==> src/rtl/rgbsh_pkg.sv <==
`timescale 1ns / 1ps
// ----------------------------------------------------------------------------
// rgbsh_pkg
// Shared types, codes and constants of the RGB sharpen / gray histogram block.
// ----------------------------------------------------------------------------
package rgbsh_pkg;

  localparam int DEF_MAX_WIDTH  = 1024;
  localparam int DEF_MAX_HEIGHT = 1024;

  localparam int CFG_DATA_W = 11;
  localparam int CFG_IDX_W  = 2;
  localparam int CHAN_W     = 8;
  localparam int BIN_IDX_W  = 3;
  localparam int COUNT_W    = 21;
  localparam int NUM_BINS   = 6;
  localparam int OUT_BINS   = 5;
  localparam int MIN_DIM    = 3;

  localparam logic [COUNT_W-1:0]   COUNT_MAX = '1;
  localparam logic [BIN_IDX_W-1:0] LAST_BIN  = BIN_IDX_W'(OUT_BINS - 1);

  // gray = (WR*r + WG*g + WB*b + ROUND) / STEP
  localparam int GRAY_SUM_W = 22;
  localparam int GRAY_WR    = 2126;
  localparam int GRAY_WG    = 7152;
  localparam int GRAY_WB    = 722;
  localparam int GRAY_ROUND = 5000;
  localparam int GRAY_STEP  = 510000;

  typedef enum logic [CFG_IDX_W-1:0] {
    REG_IMAGE_WIDTH  = 2'd0,
    REG_IMAGE_HEIGHT = 2'd1
  } cfg_reg_t;

  typedef enum logic {
    FUNC_PIXEL = 1'b0,
    FUNC_DRAIN = 1'b1
  } func_t;

  typedef enum logic {
    KIND_PIXEL = 1'b0,
    KIND_COUNT = 1'b1
  } out_kind_t;

  typedef enum logic [1:0] {
    ITEM_STREAM    = 2'd0,
    ITEM_DRAIN_PIX = 2'd1,
    ITEM_COUNT     = 2'd2
  } item_t;

  typedef struct packed {
    logic [CHAN_W-1:0] red;
    logic [CHAN_W-1:0] green;
    logic [CHAN_W-1:0] blue;
  } pixel_t;

  typedef struct packed {
    logic                 valid;
    item_t                item;
    logic                 first_col;
    logic                 border;
    pixel_t               below;
    logic [BIN_IDX_W-1:0] bin;
    logic                 last;
  } issue_t;

  typedef struct packed {
    logic   valid;
    pixel_t pix;
  } pix_word_t;

endpackage

==> src/rtl/rgbsh_hist.sv <==
`timescale 1ns / 1ps
// ----------------------------------------------------------------------------
// rgbsh_hist
// Gray level of each emitted pixel (weighted sum, then threshold compare)
// and six saturating bin counters; serves counts for drain words.
// ----------------------------------------------------------------------------
module rgbsh_hist (
  input  logic                              clk,
  input  logic                              rst_n,
  input  rgbsh_pkg::pix_word_t              pix_in,
  input  logic [rgbsh_pkg::BIN_IDX_W-1:0]   bin_sel,
  output logic [rgbsh_pkg::COUNT_W-1:0]     count_val,
  output logic                              busy
);

  localparam int SW = rgbsh_pkg::GRAY_SUM_W;
  localparam int CW = rgbsh_pkg::COUNT_W;

  logic              gp_v_r;
  rgbsh_pkg::pixel_t gp_pix_r;
  logic              sum_v_r;
  logic [SW-1:0]     sum_r;
  logic [CW-1:0]     bins_r [rgbsh_pkg::NUM_BINS];

  logic [SW-1:0]     sum_nxt;
  logic [SW-1:0]     sum_rnd;
  logic [2:0]        lvl;
  logic [CW:0]       merged;

  assign sum_nxt = SW'(rgbsh_pkg::GRAY_WR) * SW'(gp_pix_r.red)
                 + SW'(rgbsh_pkg::GRAY_WG) * SW'(gp_pix_r.green)
                 + SW'(rgbsh_pkg::GRAY_WB) * SW'(gp_pix_r.blue);
  assign sum_rnd = sum_r + SW'(rgbsh_pkg::GRAY_ROUND);
  assign busy    = gp_v_r || sum_v_r;

  always_comb begin
    lvl = '0;
    for (int k = 1; k < rgbsh_pkg::NUM_BINS; k++) begin
      if (sum_rnd >= SW'(k * rgbsh_pkg::GRAY_STEP)) begin
        lvl = 3'(k);
      end
    end
  end

  always_comb begin
    merged = (CW+1)'(bins_r[rgbsh_pkg::NUM_BINS-2]) + (CW+1)'(bins_r[rgbsh_pkg::NUM_BINS-1]);
    if (bin_sel == rgbsh_pkg::LAST_BIN) begin
      count_val = merged[CW] ? rgbsh_pkg::COUNT_MAX : merged[CW-1:0];
    end else begin
      count_val = bins_r[bin_sel];
    end
  end

  always_ff @(posedge clk) begin
    gp_pix_r <= pix_in.pix;
    sum_r    <= sum_nxt;
  end

  always_ff @(posedge clk) begin
    if (!rst_n) begin
      gp_v_r  <= 1'b0;
      sum_v_r <= 1'b0;
      for (int i = 0; i < rgbsh_pkg::NUM_BINS; i++) begin
        bins_r[i] <= '0;
      end
    end else begin
      gp_v_r  <= pix_in.valid;
      sum_v_r <= gp_v_r;
      for (int i = 0; i < rgbsh_pkg::NUM_BINS; i++) begin
        if (sum_v_r && (lvl == 3'(i)) && (bins_r[i] != rgbsh_pkg::COUNT_MAX)) begin
          bins_r[i] <= bins_r[i] + CW'(1);
        end
      end
    end
  end

endmodule

==> config.mk <==
export PLATFORM = sky130hd
export DESIGN_NAME = rgbsh_hist
export DESIGN_NICKNAME = d
export VERILOG_FILES = /design/src/rtl/rgbsh_pkg.sv /design/src/rtl/rgbsh_hist.sv
export SDC_FILE = /design/constraint.sdc
export NUM_CORES = 1
export LEC_CHECK = 0
export ABC_CLOCK_PERIOD_IN_PS = 10310
export CAP_MARGIN = 30
export CORE_ASPECT_RATIO = 0.75
export CORE_MARGIN = 4
export CORE_UTILIZATION = 30
export DETAILED_ROUTE_END_ITERATION = 7
export DONT_BUFFER_PORTS = 1
export PLACE_DENSITY = 0.53
export SYNTH_ARGS = -nofsm -noshare
export SYNTH_HDL_FRONTEND = slang
export SYNTH_SLANG_ARGS = --single-unit
==> constraint.sdc <==
create_clock -name clk -period 10.31 [get_ports clk]
set_input_delay 3.093 -clock clk [delete_from_list [all_inputs] [get_ports clk]]
set_output_delay 3.093 -clock clk [all_outputs]
set_load 0.005 [all_outputs]
==> summary.txt <==
Timing
  – Final min period: 7.84 ns
  – Final setup viols: 0
  – Final hold vios: 0
  – Max-slew violations: 0
  – Max Clk Rate: 0.128 GHz
  – Least-Margin Pin Slew: 1.04 ns
  – Final period util: 0.760
  – Hold slack: 0.461 ns
  – RSZ-0062 raised after global routing: no
  – Slew headroom: 0.304
  – Worst Skew: 0.0183 ns
  – Setup TNS: 0 ns

Power and ir drop
  – Peak supply drop: 0.382 mV
  – Power Total: 5.10 mW
  – Cell-internal power: 2.71 mW
  – Psw: 2.39 mW
  – Clock share of power: 0.127
  – Switching Fraction: 0.468
  – Gate power share: 0.670
  – Leak: 6.89 nW
  – Seq pwr share: 0.203
  – Power per Cell Area: 293 nW/um2

Cells and area
  – Synthesis-to-finish area growth: 8.73%
  – Layout cells sized above 1: 0.0619
  – ANT cells: 0
  – Finished Cell Area: 17400 um2
  – Nets@finish: 1956
  – Final Instance Count excl. Fillers: 2399

Worst setup path
  – Worst path slowest cell: or4b_2
  – Crit start category: primary input
  – Crit end category: output pin
  – Cell Chain, Critical Path: or4b_2 -> a21o_1 -> a31oi_2 -> buf_8 -> a221oi_1
  – CP required: 7.22 ns
  – Setup CP Type: primary input to output pin
  – CP max FO: 64
  – R2r startpoint: gp_pix_r[18]$_DFF_P_
  – CP arrival: 4.75 ns
  – Worst path max stage delay: 0.66 ns
  – Crit path from: bin_sel[0]

Clock network
  – Clk buf depth: 2
  – PostCTS Resize Cnt: 0
  – Clock sink count: 171
  – # Post-CTS Setup Buffers: 0
  – TritonCTS clock tree: yes
  – Num CTS Buffers: 17
  – Post-CTS Hold Buffers: 0
  – Htree depth: 4
  – CTS Root Cell: clkbuf_16
  – Clk Latency, worst-skew pair: 0.46 ns
  – Reg clk slew, reported paths: 0.07 ns

Drt
  – 1st-iter DRT viols: 887
  – Routed length per instance: 16.8 um
  – Vias per cell: 5.09
  – Drt pass-1 iters: 5
  – Vias: 12200
  – Final wirelength: 40300 um
  – Number of remaining DRC errors: 0
  – Final ANT Viol Nets: 0

Placement
  – GP Congestion: 0.878
  – Placed cell area: 16800 um2
  – Placed Instances: 2367
  – Dpl hpwl: 31600 um
  – PortBufs: 0

Floorplanning
  – Die Wd: 275 um
  – Row count: 72
  – Die Area: 57100 um2
  – Ports: 52
  – Die height: 208 um
  – Initial Util: 0.307
  – Core ar.: 52200 um2

Synthesis
  – Netlist cell types: 76
  – Synth Warn #: 0
  – Main synth FF type: edfxtp_1
  – Sequential area share after synthesis: 0.293
  – Syn Nets: 1980
  – Synthesized area per cell: 9.37 um2
  – #FFs+latches synth: 171
  – Async S/R FF share, synth: 0
  – Post-synth EDFFs: 126
  – Post-Syn Area: 16000 um2
  – Synth Instances: 1707

Global routing
  – Largest net degree at the start of global routing: 65
  – Number of global-route vias before repair: 11700
  – Initial antenna violation count: 1
  – GR Overflow Total: 0
  – First-pass GRT wire length: 64600 um
  – GRT Total Usage: 0.142

Worst hold path
  – Hold Crit Start: gp_v_r$_SDFF_PN0_
  – Worst hold path type: register to register

Run
  – # Max-Cap Violations: 0

Status
  – Status: finished, final reports clean
cell usage in the layout, fill, tap and decap left out, drive strengths merged, types with 10 or more instances in the layout:
master  synthesis  routed
inv           193     199
ha            178     178
nor2          173     173
edfxtp        126     126
xnor2         110     110
a21oi         101     101
nand2          95      95
xor2           80      80
nor3           68      68
nand3          67      67
fa             65      65
dfxtp          45      45
o21ai          35      35
nor4           27      27
and3           22      22
nand4          22      22
a221oi         22      22
mux4           21      21
a21o           18      18
clkbuf         42      17
a211oi         14      14
nor2b          12      12
nand2b         12      12
buf            13      12
and4           11      11
and2           10      10
through the flow:
step	util	worst slack [ns]
6_report	0.333	2.47
3_3_place_gp	0.320	2.08
4_1_cts	0.333	2.49
3_5_place_dp	0.323	2.49
2_1_floorplan	-	2.42
5_1_grt	0.333	2.41
cell families (layout without fill, tap and decap cells):
kind of cell	Yosys count	in the layout	share of synthesized area
AND/OR/NAND/NOR	551	551	0.175
AO/OA/AOI/OAI	280	280	0.116
buffers and inverters	248	237	0.0598
adder cells (fa/ha/maj)	243	243	0.221
XOR/XNOR	190	190	0.104
flip-flops	171	171	0.293
multiplexers	24	24	0.0315
power groups by stage:
stage | Clock, mW | Sequential [mW] | Combinational, mW
3_5_place_dp | 0 | 1.05 | 3.41
6_report | 0.647 | 1.04 | 3.42
4_1_cts | 0.664 | 1.03 | 3.45
5_1_grt | 0.691 | 1.05 | 3.93
2_1_floorplan | 0 | 0.958 | 2.86
3_3_place_gp | 0 | 1.04 | 3.38
registers in the layout (all words and copies together), names as in the netlist:
register / count
bins_r: 126
gp_pix_r: 24
sum_v_r: 1
sum_r: 19
gp_v_r: 1
critical path: cells and delay by family:
kind	cells	cell delay, ns
buf+inv	1	0.22
simple gates	1	0.66
compound gates	3	0.74
worst paths after layout:
kind | endpoint | slack (ns) | depth (start not counted)
worst min register to register | sum_v_r$_SDFF_PN0_ | 0.46 | 1
worst max register to register | sum_r[19]$_DFF_P_ | 3.93 | 23
worst max-delay path | count_val[14] | 2.47 | 5
worst min-delay path | sum_v_r$_SDFF_PN0_ | 0.46 | 1
cell usage after synthesis (10+ instances only):
cell / n / area share
o21ai_0: 34 / 0.011
and3_1: 22 / 0.0086
dfxtp_1: 45 / 0.056
nor2b_1: 12 / 0.0047
xnor2_1: 110 / 0.060
edfxtp_1: 126 / 0.24
fa_1: 65 / 0.081
nor2_1: 173 / 0.041
a221oi_1: 22 / 0.012
nor4_2: 18 / 0.014
inv_1: 193 / 0.045
a211oi_1: 14 / 0.0066
and4_1: 11 / 0.0060
nand4_1: 22 / 0.0086
xor2_1: 80 / 0.044
a21oi_1: 101 / 0.032
mux4_2: 21 / 0.030
nand2b_1: 12 / 0.0047
ha_1: 178 / 0.14
nor3_1: 68 / 0.021
a21o_1: 18 / 0.0085
clkbuf_1: 42 / 0.0099
nand2_1: 94 / 0.022
and2_1: 10 / 0.0039
nand3_1: 67 / 0.021
per-layer routing:
metal / vias to the layer above / wire (um) / GRT usage
met1: 5897 / 20700 / 0.219
met4: 2 / 680 / 0.0349
met2: 279 / 16600 / 0.203
met3: 37 / 2240 / 0.0238
met5: - / 7 / 0
li1: 6005 / - / -
area by class of cell:
| cell class | count | area (um2) |
|---|---|---|
| tap | 703 | 880 |
| clock inverter | 15 | 139 |
| inverter | 193 | 724 |
| multi-input combinational | 1288 | 10400 |
| clock buffer | 17 | 425 |
| sequential | 171 | 4680 |
| fill | 5323 | 34800 |
| timing repair buffer | 12 | 150 |
No activity file was read; power rests on OpenSTA's default activity.
