--- src/rtl/rgbsh_pkg.sv ---
`timescale 1ns / 1ps
// ----------------------------------------------------------------------------
// rgbsh_pkg
// Shared types, codes and constants of the RGB sharpen / gray histogram block.
// ----------------------------------------------------------------------------
package rgbsh_pkg;

  localparam int DEF_MAX_WIDTH  = 1024;
  localparam int DEF_MAX_HEIGHT = 1024;

  localparam int CFG_DATA_W = 11;
  localparam int CFG_IDX_W  = 2;
  localparam int CHAN_W     = 8;
  localparam int BIN_IDX_W  = 3;
  localparam int COUNT_W    = 21;
  localparam int NUM_BINS   = 6;
  localparam int OUT_BINS   = 5;
  localparam int MIN_DIM    = 3;

  localparam logic [COUNT_W-1:0]   COUNT_MAX = '1;
  localparam logic [BIN_IDX_W-1:0] LAST_BIN  = BIN_IDX_W'(OUT_BINS - 1);

  // gray = (WR*r + WG*g + WB*b + ROUND) / STEP
  localparam int GRAY_SUM_W = 22;
  localparam int GRAY_WR    = 2126;
  localparam int GRAY_WG    = 7152;
  localparam int GRAY_WB    = 722;
  localparam int GRAY_ROUND = 5000;
  localparam int GRAY_STEP  = 510000;

  typedef enum logic [CFG_IDX_W-1:0] {
    REG_IMAGE_WIDTH  = 2'd0,
    REG_IMAGE_HEIGHT = 2'd1
  } cfg_reg_t;

  typedef enum logic {
    FUNC_PIXEL = 1'b0,
    FUNC_DRAIN = 1'b1
  } func_t;

  typedef enum logic {
    KIND_PIXEL = 1'b0,
    KIND_COUNT = 1'b1
  } out_kind_t;

  typedef enum logic [1:0] {
    ITEM_STREAM    = 2'd0,
    ITEM_DRAIN_PIX = 2'd1,
    ITEM_COUNT     = 2'd2
  } item_t;

  typedef struct packed {
    logic [CHAN_W-1:0] red;
    logic [CHAN_W-1:0] green;
    logic [CHAN_W-1:0] blue;
  } pixel_t;

  typedef struct packed {
    logic                 valid;
    item_t                item;
    logic                 first_col;
    logic                 border;
    pixel_t               below;
    logic [BIN_IDX_W-1:0] bin;
    logic                 last;
  } issue_t;

  typedef struct packed {
    logic   valid;
    pixel_t pix;
  } pix_word_t;

endpackage

--- src/rtl/rgbsh_intf.sv ---


interface rgbsh_out_if;
  logic                            valid;
  logic                            ready;
  logic                            kind;
  logic [rgbsh_pkg::CHAN_W-1:0]    red_out;
  logic [rgbsh_pkg::CHAN_W-1:0]    green_out;
  logic [rgbsh_pkg::CHAN_W-1:0]    blue_out;
  logic [rgbsh_pkg::BIN_IDX_W-1:0] bin_index;
  logic [rgbsh_pkg::COUNT_W-1:0]   bin_count;
  logic                            last;

  modport source (output valid, kind, red_out, green_out, blue_out, bin_index, bin_count,
                  last, input ready);
  modport sink   (input valid, kind, red_out, green_out, blue_out, bin_index, bin_count,
                  last, output ready);
endinterface


--- src/rtl/rgbsh_filter.sv ---
`timescale 1ns / 1ps
// ----------------------------------------------------------------------------
// rgbsh_filter
// Sliding 3-wide window over the previous row, Laplacian sharpen with clamp,
// and the output register of the result channel.
// ----------------------------------------------------------------------------
module rgbsh_filter (
  input  logic                                clk,
  input  logic                                rst_n,
  input  rgbsh_pkg::issue_t                   issue,
  input  rgbsh_pkg::pixel_t                   rd_a,
  input  rgbsh_pkg::pixel_t                   rd_b,
  input  logic [rgbsh_pkg::COUNT_W-1:0]       count_val,
  input  logic                                hist_busy,
  output logic                                adv,
  output rgbsh_pkg::pix_word_t                pix_load,
  rgbsh_out_if.source                         out_ch
);

  function automatic logic [rgbsh_pkg::CHAN_W-1:0] sharpen(
    input logic [rgbsh_pkg::CHAN_W-1:0] cv,
    input logic [rgbsh_pkg::CHAN_W-1:0] lv,
    input logic [rgbsh_pkg::CHAN_W-1:0] rv,
    input logic [rgbsh_pkg::CHAN_W-1:0] uv,
    input logic [rgbsh_pkg::CHAN_W-1:0] dv
  );
    logic [11:0] pos;
    logic [11:0] neg;
    logic [11:0] diff;
    pos  = 12'(cv) * 12'd5;
    neg  = 12'(lv) + 12'(rv) + 12'(uv) + 12'(dv);
    diff = pos - neg;
    if (neg > pos) begin
      return '0;
    end else if (diff > 12'd255) begin
      return '1;
    end else begin
      return diff[rgbsh_pkg::CHAN_W-1:0];
    end
  endfunction

  rgbsh_pkg::pixel_t win_c_r;
  rgbsh_pkg::pixel_t win_r_r;

  logic                              out_valid_r;
  logic                              kind_r;
  rgbsh_pkg::pixel_t                 pix_r;
  logic [rgbsh_pkg::BIN_IDX_W-1:0]   bin_r;
  logic [rgbsh_pkg::COUNT_W-1:0]     count_r;
  logic                              last_r;

  rgbsh_pkg::pixel_t left;
  rgbsh_pkg::pixel_t centre;
  rgbsh_pkg::pixel_t right;
  rgbsh_pkg::pixel_t up;
  rgbsh_pkg::pixel_t sharp;
  rgbsh_pkg::pixel_t res_pix;
  logic              is_count;

  assign is_count = (issue.item == rgbsh_pkg::ITEM_COUNT);
  assign adv      = issue.valid && (!out_valid_r || out_ch.ready) && !(is_count && hist_busy);

  always_comb begin
    left   = win_c_r;
    centre = win_r_r;
    right  = rd_a;
    up     = rd_b;
    if (issue.first_col) begin
      centre = rd_a;
      right  = rd_b;
    end
    sharp.red   = sharpen(centre.red, left.red, right.red, up.red, issue.below.red);
    sharp.green = sharpen(centre.green, left.green, right.green, up.green,
                          issue.below.green);
    sharp.blue  = sharpen(centre.blue, left.blue, right.blue, up.blue, issue.below.blue);
    case (issue.item)
      rgbsh_pkg::ITEM_STREAM:    res_pix = issue.border ? centre : sharp;
      rgbsh_pkg::ITEM_DRAIN_PIX: res_pix = rd_a;
      default:                   res_pix = '0;
    endcase
  end

  assign pix_load.valid = adv && !is_count;
  assign pix_load.pix   = res_pix;

  always_ff @(posedge clk) begin
    if (adv && (issue.item == rgbsh_pkg::ITEM_STREAM)) begin
      win_c_r <= centre;
      win_r_r <= right;
    end
    if (adv) begin
      kind_r  <= is_count ? rgbsh_pkg::KIND_COUNT : rgbsh_pkg::KIND_PIXEL;
      pix_r   <= res_pix;
      bin_r   <= is_count ? issue.bin : '0;
      count_r <= is_count ? count_val : '0;
      last_r  <= is_count && issue.last;
    end
  end

  always_ff @(posedge clk) begin
    if (!rst_n) begin
      out_valid_r <= 1'b0;
    end else if (adv) begin
      out_valid_r <= 1'b1;
    end else if (out_ch.ready) begin
      out_valid_r <= 1'b0;
    end
  end

  assign out_ch.valid     = out_valid_r;
  assign out_ch.kind      = kind_r;
  assign out_ch.red_out   = pix_r.red;
  assign out_ch.green_out = pix_r.green;
  assign out_ch.blue_out  = pix_r.blue;
  assign out_ch.bin_index = bin_r;
  assign out_ch.bin_count = count_r;
  assign out_ch.last      = last_r;

endmodule

--- src/flat_wrapper.sv ---
// flat-port wrapper written by rule: the top's interface ports become plain ports
module rgbsh_filter_flat 
  (clk, rst_n, issue, rd_a, rd_b, count_val, hist_busy, adv, pix_load, out_ch_valid, out_ch_kind, out_ch_red_out, out_ch_green_out, out_ch_blue_out, out_ch_bin_index, out_ch_bin_count, out_ch_last, out_ch_ready);
  rgbsh_out_if out_ch_i ();
  input  logic clk;
  input  logic rst_n;
  input  rgbsh_pkg::issue_t issue;
  input  rgbsh_pkg::pixel_t rd_a;
  input  rgbsh_pkg::pixel_t rd_b;
  input  logic [rgbsh_pkg::COUNT_W-1:0] count_val;
  input  logic hist_busy;
  output logic adv;
  output rgbsh_pkg::pix_word_t pix_load;
  output wire logic [$bits(out_ch_i.valid)-1:0] out_ch_valid;
  output wire logic [$bits(out_ch_i.kind)-1:0] out_ch_kind;
  output wire logic [$bits(out_ch_i.red_out)-1:0] out_ch_red_out;
  output wire logic [$bits(out_ch_i.green_out)-1:0] out_ch_green_out;
  output wire logic [$bits(out_ch_i.blue_out)-1:0] out_ch_blue_out;
  output wire logic [$bits(out_ch_i.bin_index)-1:0] out_ch_bin_index;
  output wire logic [$bits(out_ch_i.bin_count)-1:0] out_ch_bin_count;
  output wire logic [$bits(out_ch_i.last)-1:0] out_ch_last;
  input wire logic [$bits(out_ch_i.ready)-1:0] out_ch_ready;
  assign out_ch_valid = out_ch_i.valid;
  assign out_ch_kind = out_ch_i.kind;
  assign out_ch_red_out = out_ch_i.red_out;
  assign out_ch_green_out = out_ch_i.green_out;
  assign out_ch_blue_out = out_ch_i.blue_out;
  assign out_ch_bin_index = out_ch_i.bin_index;
  assign out_ch_bin_count = out_ch_i.bin_count;
  assign out_ch_last = out_ch_i.last;
  assign out_ch_i.ready = out_ch_ready;
  rgbsh_filter u_core (.clk(clk), .rst_n(rst_n), .issue(issue), .rd_a(rd_a), .rd_b(rd_b), .count_val(count_val), .hist_busy(hist_busy), .adv(adv), .pix_load(pix_load), .out_ch(out_ch_i));
endmodule
--- config.mk ---
export PLATFORM = sky130hd
export DESIGN_NAME = rgbsh_filter_flat
export DESIGN_NICKNAME = d
export VERILOG_FILES = /design/src/rtl/rgbsh_pkg.sv /design/src/rtl/rgbsh_intf.sv /design/src/rtl/rgbsh_filter.sv /design/src/flat_wrapper.sv
export SDC_FILE = /design/constraint.sdc
export NUM_CORES = 1
export LEC_CHECK = 0
export BUFFER_PORTS_ARGS = -buffer_cell sky130_fd_sc_hd__buf_2
export CAP_MARGIN = 15
export CORE_ASPECT_RATIO = 1.1
export CORE_UTILIZATION = 57
export DETAILED_ROUTE_END_ITERATION = 16
export GPL_ROUTABILITY_DRIVEN = 1
export PLACE_DENSITY = 0.91
export REMOVE_ABC_BUFFERS = 1
export SLEW_MARGIN = 20
export SYNTH_ARGS = -nofsm -noshare
export SYNTH_HDL_FRONTEND = slang
export SYNTH_SLANG_ARGS = --single-unit
--- constraint.sdc ---
create_clock -name clk -period 8.4 [get_ports clk]
set_input_delay 0.84 -clock clk [delete_from_list [all_inputs] [get_ports clk]]
set_output_delay 0.84 -clock clk [all_outputs]
set_load 0.005 [all_outputs]
==> impl_metrics.csv <==
group,metric,value,unit
finish,fin_nets,1359,
setup_path,endpoint_kind,"output pin",
clock_tree,clock_latency,360,ps
timing,setup_viol,0,
logic_synthesis,syn_area_per_cell,10.06,µm²
floorplan,ios,183,
route,drc,0,
timing,slew_headroom,0.4661,
setup_path,r2r_cells,23,
placed_design,gp_congestion,0.9033,
logic_synthesis,syn_inst,915,
global_routing,grt_pass1_wl,37.02,mm
global_routing,antenna_found_initial,1,
setup_path,max_stage_delay,510,ps
floorplan,core,0.01574,mm²
timing,worst_pin_slew,799.2,ps
setup_path,worst-path-buf-inv,5,
route,drt_iter0_markers,401,
clock_tree,post_cts_buffers,0,
route,vias_per_cell,5.842,
placed_design,io_buffers,182,
route,ant_nets,0,
min_path,hp-start,"u_core.out_ch.valid",
power_and_ir_drop,pwr-share-seq,0.207,
setup_path,startpoint_type,"input pin",
floorplan,rows,48,
setup_path,worst-path-max-fanout,18,
min_path,hold_path.class,"reg -> reg",
finish,diodes,0,
clock_tree,ctsResizeCount,0,
clock_tree,hold_buffers,0,
setup_path,critPathTopFamily,"compound AO/OA/AOI/OAI gates",
setup_path,critPathRequiredTime,7560,ps
floorplan,die_area,0.01667,mm²
route,drtPass1Iterations,5,
global_routing,grt_pass1_vias,7712,
placed_design,placed_area,0.01037,mm²
finish,syn2layout_area_growth,15.87,%
clock_tree,numCtsBuffers,9,
placed_design,dp_hpwl,18.69,mm
clock_tree,ctsRootBufferMaster,"clkbuf_16",
setup_path,r2r_start,"u_core.left[0]",
logic_synthesis,synth_ff_type,"edfxtp_1",
setup_path,critPathSlowestCell,"fa_1",
clock_tree,path_clk_slew,70,ps
setup_path,worst_ep_arrival_time,6800,ps
power_and_ir_drop,combPwrFrac,0.642,
timing,finalCritPeriodShare,0.9094,
timing,min_period,7639,ps
clock_tree,clockBufferDepth,2,
logic_synthesis,synth_area,0.009209,mm²
global_routing,grt_max_degree,51,
finish,final_area,0.01067,mm²
timing,clock_skew,10.20,ps
floorplan,die_height,135.3,µm
power_and_ir_drop,p_switching,0.001276,W
job,cap_violations,0,
outcome,outcome,"complete, no violations",
power_and_ir_drop,p_per_area,269.6,mW/mm²
timing,hold_viol,0,
global_routing,grt-ovfl-total,0,
finish,drive_above_1_share,0.2353,
clock_tree,clock-sinks,99,
min_path,hold_end,"u_core.out_ch.valid",
power_and_ir_drop,p_leak,5.106,nW
min_path,hold_depth,2,
route,wl,23.70,mm
logic_synthesis,synth_edf_count,98,
setup_path,worstSetupPathType,"in -> out",
power_and_ir_drop,peakVddDrop,0.1511,mV
logic_synthesis,ys_ff_latch,99,
route,avgRoutedWirePerCell,18.16,µm
route,num_vias,7624,
power_and_ir_drop,clkPwrFrac,0.152,
logic_synthesis,synth_cell_types,62,
logic_synthesis,synth_warnings,0,
setup_path,rrSetupSlack,2790,ps
setup_path,r2r_end,"u_core.out_ch.blue_out[2]",
clock_tree,htreeDepth,3,
power_and_ir_drop,p_int,0.001600,W
timing,rsz0062_at_grt,"no",
logic_synthesis,synth_seq_area_share,0.3217,
finish,nFillCells,1196,
power_and_ir_drop,swShare,0.4437,
logic_synthesis,async_flop_share,0,
floorplan,start_util,0.5852,
timing,fmax,130.9,MHz
timing,drv_slew,0,
global_routing,groute.usage.overall,0.2907,
setup_path,cp_cell_sequence,"buf_2 -> buf_4 -> mux2_2 -> ha_1 -> inv_1 -> fa_1 -> fa_1 -> inv_1 -> ha_1 -> fa_1 -> a21o_1 -> a21oi_1 -> nor2b_1 -> o21a_1 -> o21ai_0 -> nand2b_1 -> a21oi_1 -> ha_1 -> o21ai_0 -> a311o_1 -> nor4_1 -> a2111oi_1 -> buf_2",
floorplan,die_w,123.2,µm
timing,finalSetupTns,0,ps
clock_tree,cts_tree,"done",
per-layer routing:
| layer | track usage | vias to the layer above | routed length [µm] |
|---|---|---|---|
| li1 | - | 3615 | - |
| met5 | 0 | - | 10 |
| met2 | 0.5236 | 350 | 11680 |
| met1 | 0.3219 | 3587 | 9062 |
| met3 | 0.06776 | 70 | 1991 |
| met4 | 0.1285 | 2 | 959 |
sequential cells by signal, indices dropped and copies added, names as in the netlist:
name                     flops
u_core.out_ch.green_out      8
u_core.out_ch.valid          1
u_core.left                 24
u_core.out_ch.last           1
u_core.out_ch.bin_index      3
u_core.out_ch.bin_count     21
u_core.out_ch.kind           1
u_core.out_ch.red_out        8
u_core.out_ch.blue_out       8
u_core.win_r_r              24
power groups by stage:
| stage | Combinational (W) | Sequential, W | Clock, W |
|---|---|---|---|
| finish | 0.00185 | 0.000595 | 0.000436 |
| global route | 0.00202 | 0.000598 | 0.000457 |
| CTS | 0.00181 | 0.000595 | 0.000443 |
| detailed placement | 0.00179 | 0.000606 | 0 |
| global placement | 0.00174 | 0.000604 | 0 |
| floorplan | 0.00137 | 0.000608 | 0 |
metrics by stage:
step	utilization	power [W]	setup slack, ps	hold WS [ps]	cells
after floorplan	-	0.001980	1985	495.0	899
after global placement	0.6590	0.002339	1044	499.9	1289
after detailed placement	0.6590	0.002396	926.8	537.2	1289
after CTS	0.6781	0.002851	839.9	546.9	1305
after global routing	0.6781	0.003078	411.3	570.5	1305
final	0.6781	0.002876	761.3	535.3	1305
cells by family after synthesis:
| logic type | Yosys count | synth area share |
|---|---|---|
| buffers and inverters | 161 | 0.06671 |
| adder cells (fa/ha/maj) | 153 | 0.2372 |
| XOR/XNOR | 65 | 0.06182 |
| multiplexers | 43 | 0.05285 |
| flip-flops | 99 | 0.3217 |
| AND/OR/NAND/NOR | 162 | 0.09389 |
| AO/OA/AOI/OAI | 232 | 0.1658 |
placed cells by master, fill, tap and decap left out, types with 4 or more instances in the layout:
master	n
clkbuf_16	9
o21ai_0	59
nor4_1	6
buf_2	182
buf_4	8
nand2b_1	12
a21o_1	35
a21oi_1	53
edfxtp_1	98
xnor2_1	51
a22oi_1	16
nor2_1	26
o2111ai_1	4
nand2_1	28
or3_1	4
a211oi_1	4
a31oi_1	9
inv_1	143
nor2b_1	17
o21a_1	19
nor3_1	16
and2_1	26
mux2_2	38
o21bai_1	5
fa_1	36
ha_1	117
nand3_1	8
xor2_1	14
worst max path at each step:
stage / from / end / slack (ps) / cells past startpoint
finish: issue[29] / pix_load[15] / 760 / 23
global route: issue[29] / pix_load[15] / 410 / 24
CTS: issue[29] / pix_load[15] / 840 / 23
detailed placement: issue[29] / pix_load[23] / 930 / 24
global placement: issue[29] / pix_load[20] / 1040 / 25
floorplan: issue[29] / pix_load[2] / 1990 / 22
area by class of cell:
type | count | area, µm² | area share
multi-input combinational | 655 | 5642 | 0.5287
sequential | 99 | 2963 | 0.2777
timing repair buffer | 190 | 970.9 | 0.09099
inverter | 145 | 544.3 | 0.05101
tap | 200 | 250.2 | 0.02345
clock buffer | 10 | 229.0 | 0.02146
clock inverter | 6 | 71.32 | 0.006684
synth_stat cells (3+ instances only):
cell | number | share of area
nor4b_1 | 3 | 0.0029
nand3_1 | 8 | 0.0043
mux2_2 | 38 | 0.046
and2_1 | 26 | 0.018
a22oi_1 | 16 | 0.013
and3_1 | 3 | 0.0020
or3_1 | 4 | 0.0027
a21oi_1 | 53 | 0.029
buf_1 | 3 | 0.0012
nand2b_1 | 12 | 0.0082
or2_2 | 3 | 0.0020
nand3b_1 | 3 | 0.0024
a21o_1 | 35 | 0.029
inv_1 | 144 | 0.059
mux2i_1 | 3 | 0.0033
a31oi_1 | 9 | 0.0061
nand2_1 | 28 | 0.011
o2111ai_1 | 4 | 0.0038
a211oi_1 | 4 | 0.0033
nor3_1 | 18 | 0.0098
edfxtp_1 | 98 | 0.32
nor4_1 | 6 | 0.0041
xor2_1 | 14 | 0.013
clkbuf_1 | 10 | 0.0041
xnor2_1 | 51 | 0.049
fa_1 | 36 | 0.078
o21a_1 | 19 | 0.015
a21boi_0 | 3 | 0.0024
o211ai_1 | 3 | 0.0024
o21ai_0 | 59 | 0.032
nor2_1 | 26 | 0.011
o31a_1 | 3 | 0.0029
ha_1 | 117 | 0.16
nor2b_1 | 17 | 0.012
o21bai_1 | 5 | 0.0041
worst register-to-register path, cell delays in order, from the launching register on:
cell and delay, ps:
edfxtp_1 330, ha_1 160, inv_1 60, fa_1 390, inv_1 70, a21oi_1 60
o21ai_0 350, xnor2_1 150, fa_1 490, inv_1 40, ha_1 290, inv_1 90
o21bai_1 80, a21oi_1 260, o21ai_0 160, xnor2_1 220, ha_1 280, a21oi_2 160
nor4b_1 310, a31oi_2 170, nor4bb_1 170, a211oi_2 480, a211oi_1 170, a2111oi_2 440
Note: power is estimated with default switching activity, not from simulation.
