==> src/rtl/rgbsh_pkg.sv <==
`timescale 1ns / 1ps
// ----------------------------------------------------------------------------
// rgbsh_pkg
// Shared types, codes and constants of the RGB sharpen / gray histogram block.
// ----------------------------------------------------------------------------
package rgbsh_pkg;

  localparam int DEF_MAX_WIDTH  = 1024;
  localparam int DEF_MAX_HEIGHT = 1024;

  localparam int CFG_DATA_W = 11;
  localparam int CFG_IDX_W  = 2;
  localparam int CHAN_W     = 8;
  localparam int BIN_IDX_W  = 3;
  localparam int COUNT_W    = 21;
  localparam int NUM_BINS   = 6;
  localparam int OUT_BINS   = 5;
  localparam int MIN_DIM    = 3;

  localparam logic [COUNT_W-1:0]   COUNT_MAX = '1;
  localparam logic [BIN_IDX_W-1:0] LAST_BIN  = BIN_IDX_W'(OUT_BINS - 1);

  // gray = (WR*r + WG*g + WB*b + ROUND) / STEP
  localparam int GRAY_SUM_W = 22;
  localparam int GRAY_WR    = 2126;
  localparam int GRAY_WG    = 7152;
  localparam int GRAY_WB    = 722;
  localparam int GRAY_ROUND = 5000;
  localparam int GRAY_STEP  = 510000;

  typedef enum logic [CFG_IDX_W-1:0] {
    REG_IMAGE_WIDTH  = 2'd0,
    REG_IMAGE_HEIGHT = 2'd1
  } cfg_reg_t;

  typedef enum logic {
    FUNC_PIXEL = 1'b0,
    FUNC_DRAIN = 1'b1
  } func_t;

  typedef enum logic {
    KIND_PIXEL = 1'b0,
    KIND_COUNT = 1'b1
  } out_kind_t;

  typedef enum logic [1:0] {
    ITEM_STREAM    = 2'd0,
    ITEM_DRAIN_PIX = 2'd1,
    ITEM_COUNT     = 2'd2
  } item_t;

  typedef struct packed {
    logic [CHAN_W-1:0] red;
    logic [CHAN_W-1:0] green;
    logic [CHAN_W-1:0] blue;
  } pixel_t;

  typedef struct packed {
    logic                 valid;
    item_t                item;
    logic                 first_col;
    logic                 border;
    pixel_t               below;
    logic [BIN_IDX_W-1:0] bin;
    logic                 last;
  } issue_t;

  typedef struct packed {
    logic   valid;
    pixel_t pix;
  } pix_word_t;

endpackage

==> src/rtl/rgbsh_intf.sv <==
`timescale 1ns / 1ps
// ----------------------------------------------------------------------------
// rgbsh_intf
// Valid/ready channels: pixel input, result output and register write port.
// ----------------------------------------------------------------------------
interface rgbsh_in_if;
  logic                       valid;
  logic                       ready;
  logic                       func;
  logic [rgbsh_pkg::CHAN_W-1:0] red_in;
  logic [rgbsh_pkg::CHAN_W-1:0] green_in;
  logic [rgbsh_pkg::CHAN_W-1:0] blue_in;

  modport source (output valid, func, red_in, green_in, blue_in, input ready);
  modport sink   (input valid, func, red_in, green_in, blue_in, output ready);
endinterface


interface rgbsh_cfg_if;
  logic                             valid;
  logic                             ready;
  logic [rgbsh_pkg::CFG_IDX_W-1:0]  index;
  logic [rgbsh_pkg::CFG_DATA_W-1:0] data;

  modport source (output valid, index, data, input ready);
  modport sink   (input valid, index, data, output ready);
endinterface

==> src/rtl/rgbsh_ctrl.sv <==
`timescale 1ns / 1ps
// ----------------------------------------------------------------------------
// rgbsh_ctrl
// Frame position tracking, register port and row store addressing; issues
// at most one word per accepted item into the filter stage.
// ----------------------------------------------------------------------------
module rgbsh_ctrl #(
  parameter  int MAX_WIDTH  = rgbsh_pkg::DEF_MAX_WIDTH,
  parameter  int MAX_HEIGHT = rgbsh_pkg::DEF_MAX_HEIGHT,
  localparam int COL_W      = $clog2(MAX_WIDTH),
  localparam int ADDR_W     = COL_W + 1
) (
  input  logic               clk,
  input  logic               rst_n,
  rgbsh_cfg_if.sink          cfg_ch,
  rgbsh_in_if.sink           in_ch,
  input  logic               adv,
  output rgbsh_pkg::issue_t  issue,
  output logic               rd_en,
  output logic [ADDR_W-1:0]  rd_addr_a,
  output logic [ADDR_W-1:0]  rd_addr_b,
  output logic               wr_en,
  output logic [ADDR_W-1:0]  wr_addr,
  output rgbsh_pkg::pixel_t  wr_data
);

  localparam int W_BITS = $clog2(MAX_WIDTH + 1);
  localparam int H_BITS = $clog2(MAX_HEIGHT + 1);
  localparam int D_BITS = $clog2(MAX_WIDTH + rgbsh_pkg::OUT_BINS);

  logic [W_BITS-1:0] eff_w_r, eff_w_nxt;
  logic [H_BITS-1:0] eff_h_r, eff_h_nxt;
  logic [COL_W-1:0]  col_r, col_nxt;
  logic [H_BITS-1:0] row_r, row_nxt;
  logic [D_BITS-1:0] drain_r, drain_nxt;
  rgbsh_pkg::issue_t issue_r, issue_nxt;

  logic              acc;
  logic [W_BITS-1:0] col_w;
  logic [W_BITS-1:0] c;
  logic [COL_W-1:0]  c_idx;
  logic [COL_W-1:0]  c_inc;
  logic              first_col;
  logic              last_col;
  logic              bank_cur;
  logic              bank_prev;
  logic [D_BITS-1:0] k_full;
  logic [W_BITS-1:0] w_clamped;
  logic [H_BITS-1:0] h_clamped;

  assign acc          = in_ch.valid && in_ch.ready;
  assign in_ch.ready  = !issue_r.valid || adv;
  assign cfg_ch.ready = 1'b1;
  assign issue        = issue_r;
  assign rd_en        = acc;

  assign col_w     = W_BITS'(col_r);
  assign c         = (col_w >= eff_w_r) ? (eff_w_r - W_BITS'(1)) : col_w;
  assign c_idx     = c[COL_W-1:0];
  assign c_inc     = c_idx + COL_W'(1);
  assign first_col = (c == '0);
  assign last_col  = (c == (eff_w_r - W_BITS'(1)));
  assign bank_cur  = row_r[0];
  assign bank_prev = ~row_r[0];
  assign k_full    = drain_r - D_BITS'(eff_w_r);

  always_comb begin
    if (32'(cfg_ch.data) < 32'(rgbsh_pkg::MIN_DIM)) begin
      w_clamped = W_BITS'(rgbsh_pkg::MIN_DIM);
      h_clamped = H_BITS'(rgbsh_pkg::MIN_DIM);
    end else begin
      w_clamped = (32'(cfg_ch.data) > 32'(MAX_WIDTH)) ? W_BITS'(MAX_WIDTH)
                                                       : W_BITS'(cfg_ch.data);
      h_clamped = (32'(cfg_ch.data) > 32'(MAX_HEIGHT)) ? H_BITS'(MAX_HEIGHT)
                                                        : H_BITS'(cfg_ch.data);
    end
  end

  always_comb begin
    eff_w_nxt = eff_w_r;
    eff_h_nxt = eff_h_r;
    col_nxt   = col_r;
    row_nxt   = row_r;
    drain_nxt = drain_r;
    issue_nxt = issue_r;
    rd_addr_a = {bank_prev, first_col ? c_idx : c_inc};
    rd_addr_b = first_col ? {bank_prev, c_inc} : {bank_cur, c_idx};
    wr_en     = 1'b0;
    wr_addr   = {bank_cur, c_idx};
    wr_data   = {in_ch.red_in, in_ch.green_in, in_ch.blue_in};

    if (adv) begin
      issue_nxt.valid = 1'b0;
    end

    if (acc) begin
      issue_nxt       = '0;
      issue_nxt.below = {in_ch.red_in, in_ch.green_in, in_ch.blue_in};
      if (in_ch.func == rgbsh_pkg::FUNC_PIXEL) begin
        if (row_r < eff_h_r) begin
          wr_en               = 1'b1;
          issue_nxt.valid     = (row_r != '0);
          issue_nxt.item      = rgbsh_pkg::ITEM_STREAM;
          issue_nxt.first_col = first_col;
          issue_nxt.border    = (row_r == H_BITS'(1)) || first_col || last_col;
          if (last_col) begin
            col_nxt = '0;
            row_nxt = row_r + H_BITS'(1);
          end else begin
            col_nxt = c_inc;
          end
        end
      end else if (row_r >= eff_h_r) begin
        issue_nxt.valid = 1'b1;
        if (drain_r < D_BITS'(eff_w_r)) begin
          rd_addr_a      = {~eff_h_r[0], drain_r[COL_W-1:0]};
          issue_nxt.item = rgbsh_pkg::ITEM_DRAIN_PIX;
          drain_nxt      = drain_r + D_BITS'(1);
        end else begin
          issue_nxt.item = rgbsh_pkg::ITEM_COUNT;
          if (k_full >= D_BITS'(rgbsh_pkg::LAST_BIN)) begin
            issue_nxt.bin  = rgbsh_pkg::LAST_BIN;
            issue_nxt.last = 1'b1;
            col_nxt        = '0;
            row_nxt        = '0;
            drain_nxt      = '0;
          end else begin
            issue_nxt.bin = k_full[rgbsh_pkg::BIN_IDX_W-1:0];
            drain_nxt     = drain_r + D_BITS'(1);
          end
        end
      end
    end

    if (cfg_ch.valid) begin
      unique case (cfg_ch.index)
        rgbsh_pkg::REG_IMAGE_WIDTH: begin
          eff_w_nxt = w_clamped;
          col_nxt   = '0;
          row_nxt   = '0;
          drain_nxt = '0;
        end
        rgbsh_pkg::REG_IMAGE_HEIGHT: begin
          eff_h_nxt = h_clamped;
          col_nxt   = '0;
          row_nxt   = '0;
          drain_nxt = '0;
        end
        default: begin
        end
      endcase
    end
  end

  always_ff @(posedge clk) begin
    if (!rst_n) begin
      eff_w_r <= W_BITS'(rgbsh_pkg::MIN_DIM);
      eff_h_r <= H_BITS'(rgbsh_pkg::MIN_DIM);
      col_r   <= '0;
      row_r   <= '0;
      drain_r <= '0;
      issue_r <= '0;
    end else begin
      eff_w_r <= eff_w_nxt;
      eff_h_r <= eff_h_nxt;
      col_r   <= col_nxt;
      row_r   <= row_nxt;
      drain_r <= drain_nxt;
      issue_r <= issue_nxt;
    end
  end

endmodule

==> src/flat_wrapper.sv <==
// flat-port wrapper written by rule: the top's interface ports become plain ports
module rgbsh_ctrl_flat 
#(
  parameter  int MAX_WIDTH  = rgbsh_pkg::DEF_MAX_WIDTH,
  parameter  int MAX_HEIGHT = rgbsh_pkg::DEF_MAX_HEIGHT,
  localparam int COL_W      = $clog2(MAX_WIDTH),
  localparam int ADDR_W     = COL_W + 1
)
  (clk, rst_n, adv, issue, rd_en, rd_addr_a, rd_addr_b, wr_en, wr_addr, wr_data, cfg_ch_valid, cfg_ch_index, cfg_ch_data, cfg_ch_ready, in_ch_valid, in_ch_func, in_ch_red_in, in_ch_green_in, in_ch_blue_in, in_ch_ready);
  rgbsh_cfg_if cfg_ch_i ();
  rgbsh_in_if in_ch_i ();
  input  logic clk;
  input  logic rst_n;
  input  logic adv;
  output rgbsh_pkg::issue_t issue;
  output logic rd_en;
  output logic [ADDR_W-1:0] rd_addr_a;
  output logic [ADDR_W-1:0] rd_addr_b;
  output logic wr_en;
  output logic [ADDR_W-1:0] wr_addr;
  output rgbsh_pkg::pixel_t wr_data;
  input wire logic [$bits(cfg_ch_i.valid)-1:0] cfg_ch_valid;
  input wire logic [$bits(cfg_ch_i.index)-1:0] cfg_ch_index;
  input wire logic [$bits(cfg_ch_i.data)-1:0] cfg_ch_data;
  output wire logic [$bits(cfg_ch_i.ready)-1:0] cfg_ch_ready;
  input wire logic [$bits(in_ch_i.valid)-1:0] in_ch_valid;
  input wire logic [$bits(in_ch_i.func)-1:0] in_ch_func;
  input wire logic [$bits(in_ch_i.red_in)-1:0] in_ch_red_in;
  input wire logic [$bits(in_ch_i.green_in)-1:0] in_ch_green_in;
  input wire logic [$bits(in_ch_i.blue_in)-1:0] in_ch_blue_in;
  output wire logic [$bits(in_ch_i.ready)-1:0] in_ch_ready;
  assign cfg_ch_i.valid = cfg_ch_valid;
  assign cfg_ch_i.index = cfg_ch_index;
  assign cfg_ch_i.data = cfg_ch_data;
  assign cfg_ch_ready = cfg_ch_i.ready;
  assign in_ch_i.valid = in_ch_valid;
  assign in_ch_i.func = in_ch_func;
  assign in_ch_i.red_in = in_ch_red_in;
  assign in_ch_i.green_in = in_ch_green_in;
  assign in_ch_i.blue_in = in_ch_blue_in;
  assign in_ch_ready = in_ch_i.ready;
  rgbsh_ctrl #(.MAX_WIDTH(MAX_WIDTH), .MAX_HEIGHT(MAX_HEIGHT)) u_core (.clk(clk), .rst_n(rst_n), .cfg_ch(cfg_ch_i), .in_ch(in_ch_i), .adv(adv), .issue(issue), .rd_en(rd_en), .rd_addr_a(rd_addr_a), .rd_addr_b(rd_addr_b), .wr_en(wr_en), .wr_addr(wr_addr), .wr_data(wr_data));
endmodule
==> config.mk <==
export PLATFORM = sky130hd
export DESIGN_NAME = rgbsh_ctrl_flat
export DESIGN_NICKNAME = d
export VERILOG_FILES = /design/src/rtl/rgbsh_pkg.sv /design/src/rtl/rgbsh_intf.sv /design/src/rtl/rgbsh_ctrl.sv /design/src/flat_wrapper.sv
export SDC_FILE = /design/constraint.sdc
export NUM_CORES = 1
export LEC_CHECK = 0
export BUFFER_PORTS_ARGS = -buffer_cell sky130_fd_sc_hd__buf_2
export CAP_MARGIN = 20
export CORE_MARGIN = 3
export CORE_UTILIZATION = 50
export CTS_CLUSTER_DIAMETER = 150
export DETAILED_ROUTE_END_ITERATION = 16
export PLACE_DENSITY = 0.73
export SLEW_MARGIN = 30
export SYNTH_ARGS = -nofsm -noshare
export SYNTH_HDL_FRONTEND = slang
export SYNTH_SLANG_ARGS = --single-unit
==> constraint.sdc <==
create_clock -name clk -period 12.4 [get_ports clk]
set_clock_uncertainty 0.1 [all_clocks]
set_input_delay 1.86 -clock clk [delete_from_list [all_inputs] [get_ports clk]]
set_output_delay 1.86 -clock clk [all_outputs]
set_load 0.01 [all_outputs]
==> metrics.md <==
| Metric | Value |
|---|---|
| Core area | `~0.012 mm2` |
| Largest net degree at the start of global routing | `58` |
| Die width | `116 um` |
| Initial Utilization | `between 50% and 60%` |
| Routed WL | `between 15 and 20 mm` |
| Final setup TNS | `0 ns` |
| Routed len/inst | `between 15 and 20 um` |
| Gr ovfl total | `0` |
| Final hold violations | `0` |
| Leading area contributor after synthesis | `dfxtp_1` |
| Die Area | `approximately 0.013 mm2` |
| 1st-pass router iterations | `4` |
| Die Height | `about 120 um` |
| Iter 0 DRT Violations | `a little over 400` |
| Total number of vias | `around 5.7k` |
| Worst slew pin tran | `between 0.8 and 0.9 ns` |
| Fin crit share | `roughly half` |
| CP Class | `reg2out` |
| Reg2Reg Depth | `11` |
| RSZ-0062 raised after global routing | `no` |
| Crit path arrival time | `around 4.4 ns` |
| Post-route ant nets | `0` |
| EDFF count, synth | `0` |
| Post-Syn Area | `roughly 0.0060 mm2` |
| Status | `completed` |
| Final nets | `about 940` |
| CTS tree | `done` |
| H-tree depth | `3` |
| R2R Setup Slk | `~8.3 ns` |
| Hold depth | `2` |
| Warnings from Yosys | `0` |
| Cts repair resizes | `0` |
| Post-Syn Nets | `roughly 850` |
| Most used DFF post-synth | `dfxtp_1` |
| Worst-path maximum fanout | `25` |
| Residual DRC | `0` |
| Cts bufs inserted | `9` |
| Most common cell in the netlist | `nand2_1` |
| Setup violations, final | `0` |
| Syn Inst Count | `766` |
| Post-synthesis sequential area ratio | `29.0%` |
| Clock insertion delay at the later pin of the skew report | `approximately 0.35 ns` |
| FF-to-FF Start | `u_core.eff_w_r[0]` |
| Final Slew Violations | `0` |
| Synth top area cells | `dfxtp_1, nand2_1, ha_1` |
| HP Class | `reg2reg` |
| Max-slew headroom | `between 40% and 50%` |
| Async SR Flop Fraction | `0%` |
| Setup crit end kind | `primary output` |
| CP max stage delay | `slightly above 0.6 ns` |
| Port bufs | `between 100 and 150` |
| Clock root buffer | `clkbuf_16` |
| Area growth, synth to finish | `14.0%` |
| Yosys cell types | `67` |
| # hold bufs at CTS | `0` |
| Share of the synthesized area in the top cell type | `between 20 and 30%` |
| Total GRT Usage | `between 20 and 25%` |
| Post-route minimum period | `6.37 ns` |
| Post-CTS Setup Bufs | `0` |
| Leak | `about 0.0031 uW` |
| Num rows | `39` |
| First-pass GRT wire length | `~27 mm` |
| Max-Cap Viols | `0` |
| Initial antenna violation count | `0` |
| # diodes | `0` |
| Core Util, Final | `between 50% and 60%` |
| Pwr/cell area | `around 110 mW/mm2` |
| Fmax | `157 MHz` |
| Synthesized flop and latch total | `87` |
| Slowest cell on the critical path | `dfxtp_1` |
| Boundary Pins | `approximately 140` |
| Share of cells above drive strength 1 | `21.2%` |
| GP Congestion | `slightly above 0.9` |
| Critical path launch point type | `register` |
| Synthesized area per cell | `between 7 and 8 um2` |
| Hold endpoint | `u_core.issue[12]` |
| Dpl hpwl | `roughly 13 mm` |
| Clock sinks | `87` |
| Worst path cell trace | `inv_1 > ha_1 > o21a_1 > o2111ai_1 > o21ai_0 > a21o_1 > mux2i_1 > o21ai_0 > nor4_4 > xnor2_1 > mux2i_1 > buf_2` |
| Clock Path Buffers | `2` |
| Worst-path clk slew | `approximately 0.07 ns` |
| Vias per cell | `5.74` |
| Most common library cells after synthesis | `nand2_1, dfxtp_1, a21boi_0` |
| Critical Path RT | `about 10 ns` |
| Worst IR Drop VDD | `103 uV` |
| Vias in the first global route | `around 5.4k` |
| HP Start | `u_core.issue[12]` |
| Worst r2r dst | `u_core.row_r[6]` |
[sequential cells by signal, summed over array words and instances (netlist names)]
name / count
u_core.drain_r: 11
u_core.eff_w_r: 11
u_core.col_r: 10
u_core.row_r: 11
u_core.issue: 33
u_core.eff_h_r: 11
[worst max-delay path, delay by kind of cell (launching register included)]
family	cells	cell delay [ns]
and+or+nand+nor	1	0.54
xor gates and xnor gates	1	0.25
muxes	2	0.64
AOI/OAI and AO/OA	5	1.35
DFF	1	0.62
buffers and inverters	2	0.34
adders and majority gates	1	0.32
[where the power goes]
part | switching (uW) | internal [uW] | leakage (uW)
Sequential | 8.17 | 287 | 0.000707
Clock | 133 | 143 | 0.000141
Combinational | 88.8 | 59.5 | 0.00227
Total | 230 | 490 | 0.00312
[kinds of logic (layout without fill, tap and decap cells)]
group | count (synthesis) | in the layout | share of synthesized area (%)
compound gates | 175 | 175 | 20.5
xor+xnor | 37 | 37 | 5.39
fa+ha+maj | 40 | 40 | 8.45
buf+inv | 107 | 198 | 8.60
flops | 87 | 87 | 29.0
mux | 19 | 19 | 3.37
other cells | 1 | 1 | 0.0624
simple gates | 300 | 300 | 24.7
[stage by stage]
stage / area [um2] / worst slack (ns) / hold slack (ns) / cells / power [uW]
finish: 6850 / 6.03 / 0.371 / 1000 / 720
global route: 6850 / 5.70 / 0.393 / 1000 / 752
CTS: 6840 / 5.71 / 0.371 / 1000 / 725
detailed placement: 6540 / 6.13 / 0.360 / 984 / 448
global placement: 6540 / 6.21 / 0.350 / 984 / 444
floorplan: 6010 / 6.78 / 0.343 / 766 / 397
[worst max-delay path by stage]
stage / slack, ns / cells past startpoint / end / start
finish: 6.03 / 12 / rd_addr_a[0] / u_core.eff_w_r[3]
global route: 5.70 / 14 / rd_addr_a[0] / u_core.eff_w_r[3]
CTS: 5.71 / 12 / rd_addr_a[0] / u_core.eff_w_r[0]
detailed placement: 6.13 / 12 / rd_addr_a[0] / u_core.eff_w_r[0]
global placement: 6.21 / 9 / rd_addr_a[3] / adv
floorplan: 6.78 / 9 / rd_addr_a[7] / adv
[cells in the final DEF, fill, tap and decap left out, drive strengths merged, types with 9 or more instances in the layout]
cell and n:
xnor2 23, xor2 14, a21oi 31, dfxtp 87
ha 39, nand4 9, mux2i 9, nand3 21
mux2 10, nand2b 12, o21ai 27, and3 9
inv 47, a32o 10, nor3 14, nand2 141
o211ai 12, nor2b 14, nor4 9, or3 9
a21boi 47, clkbuf 9, nor2 34, buf 139
[metal layers]
layer	track usage [%]	part of all wire [%]	vias up
met5	0	0	-
met4	9.74	3.0	0
met3	5.54	7.2	30
met2	42.2	47	229
met1	30.8	43	2657
li1	-	-	2820
[final cells by class]
class | count | area, um2
clock buffer | 9 | 225
clock inverter | 7 | 73.8
fill | 1037 | 4710
inverter | 43 | 161
multi-input combinational | 572 | 3760
sequential | 87 | 1740
tap | 143 | 179
timing repair buffer | 139 | 706
No activity file was read; power rests on OpenSTA's default activity.
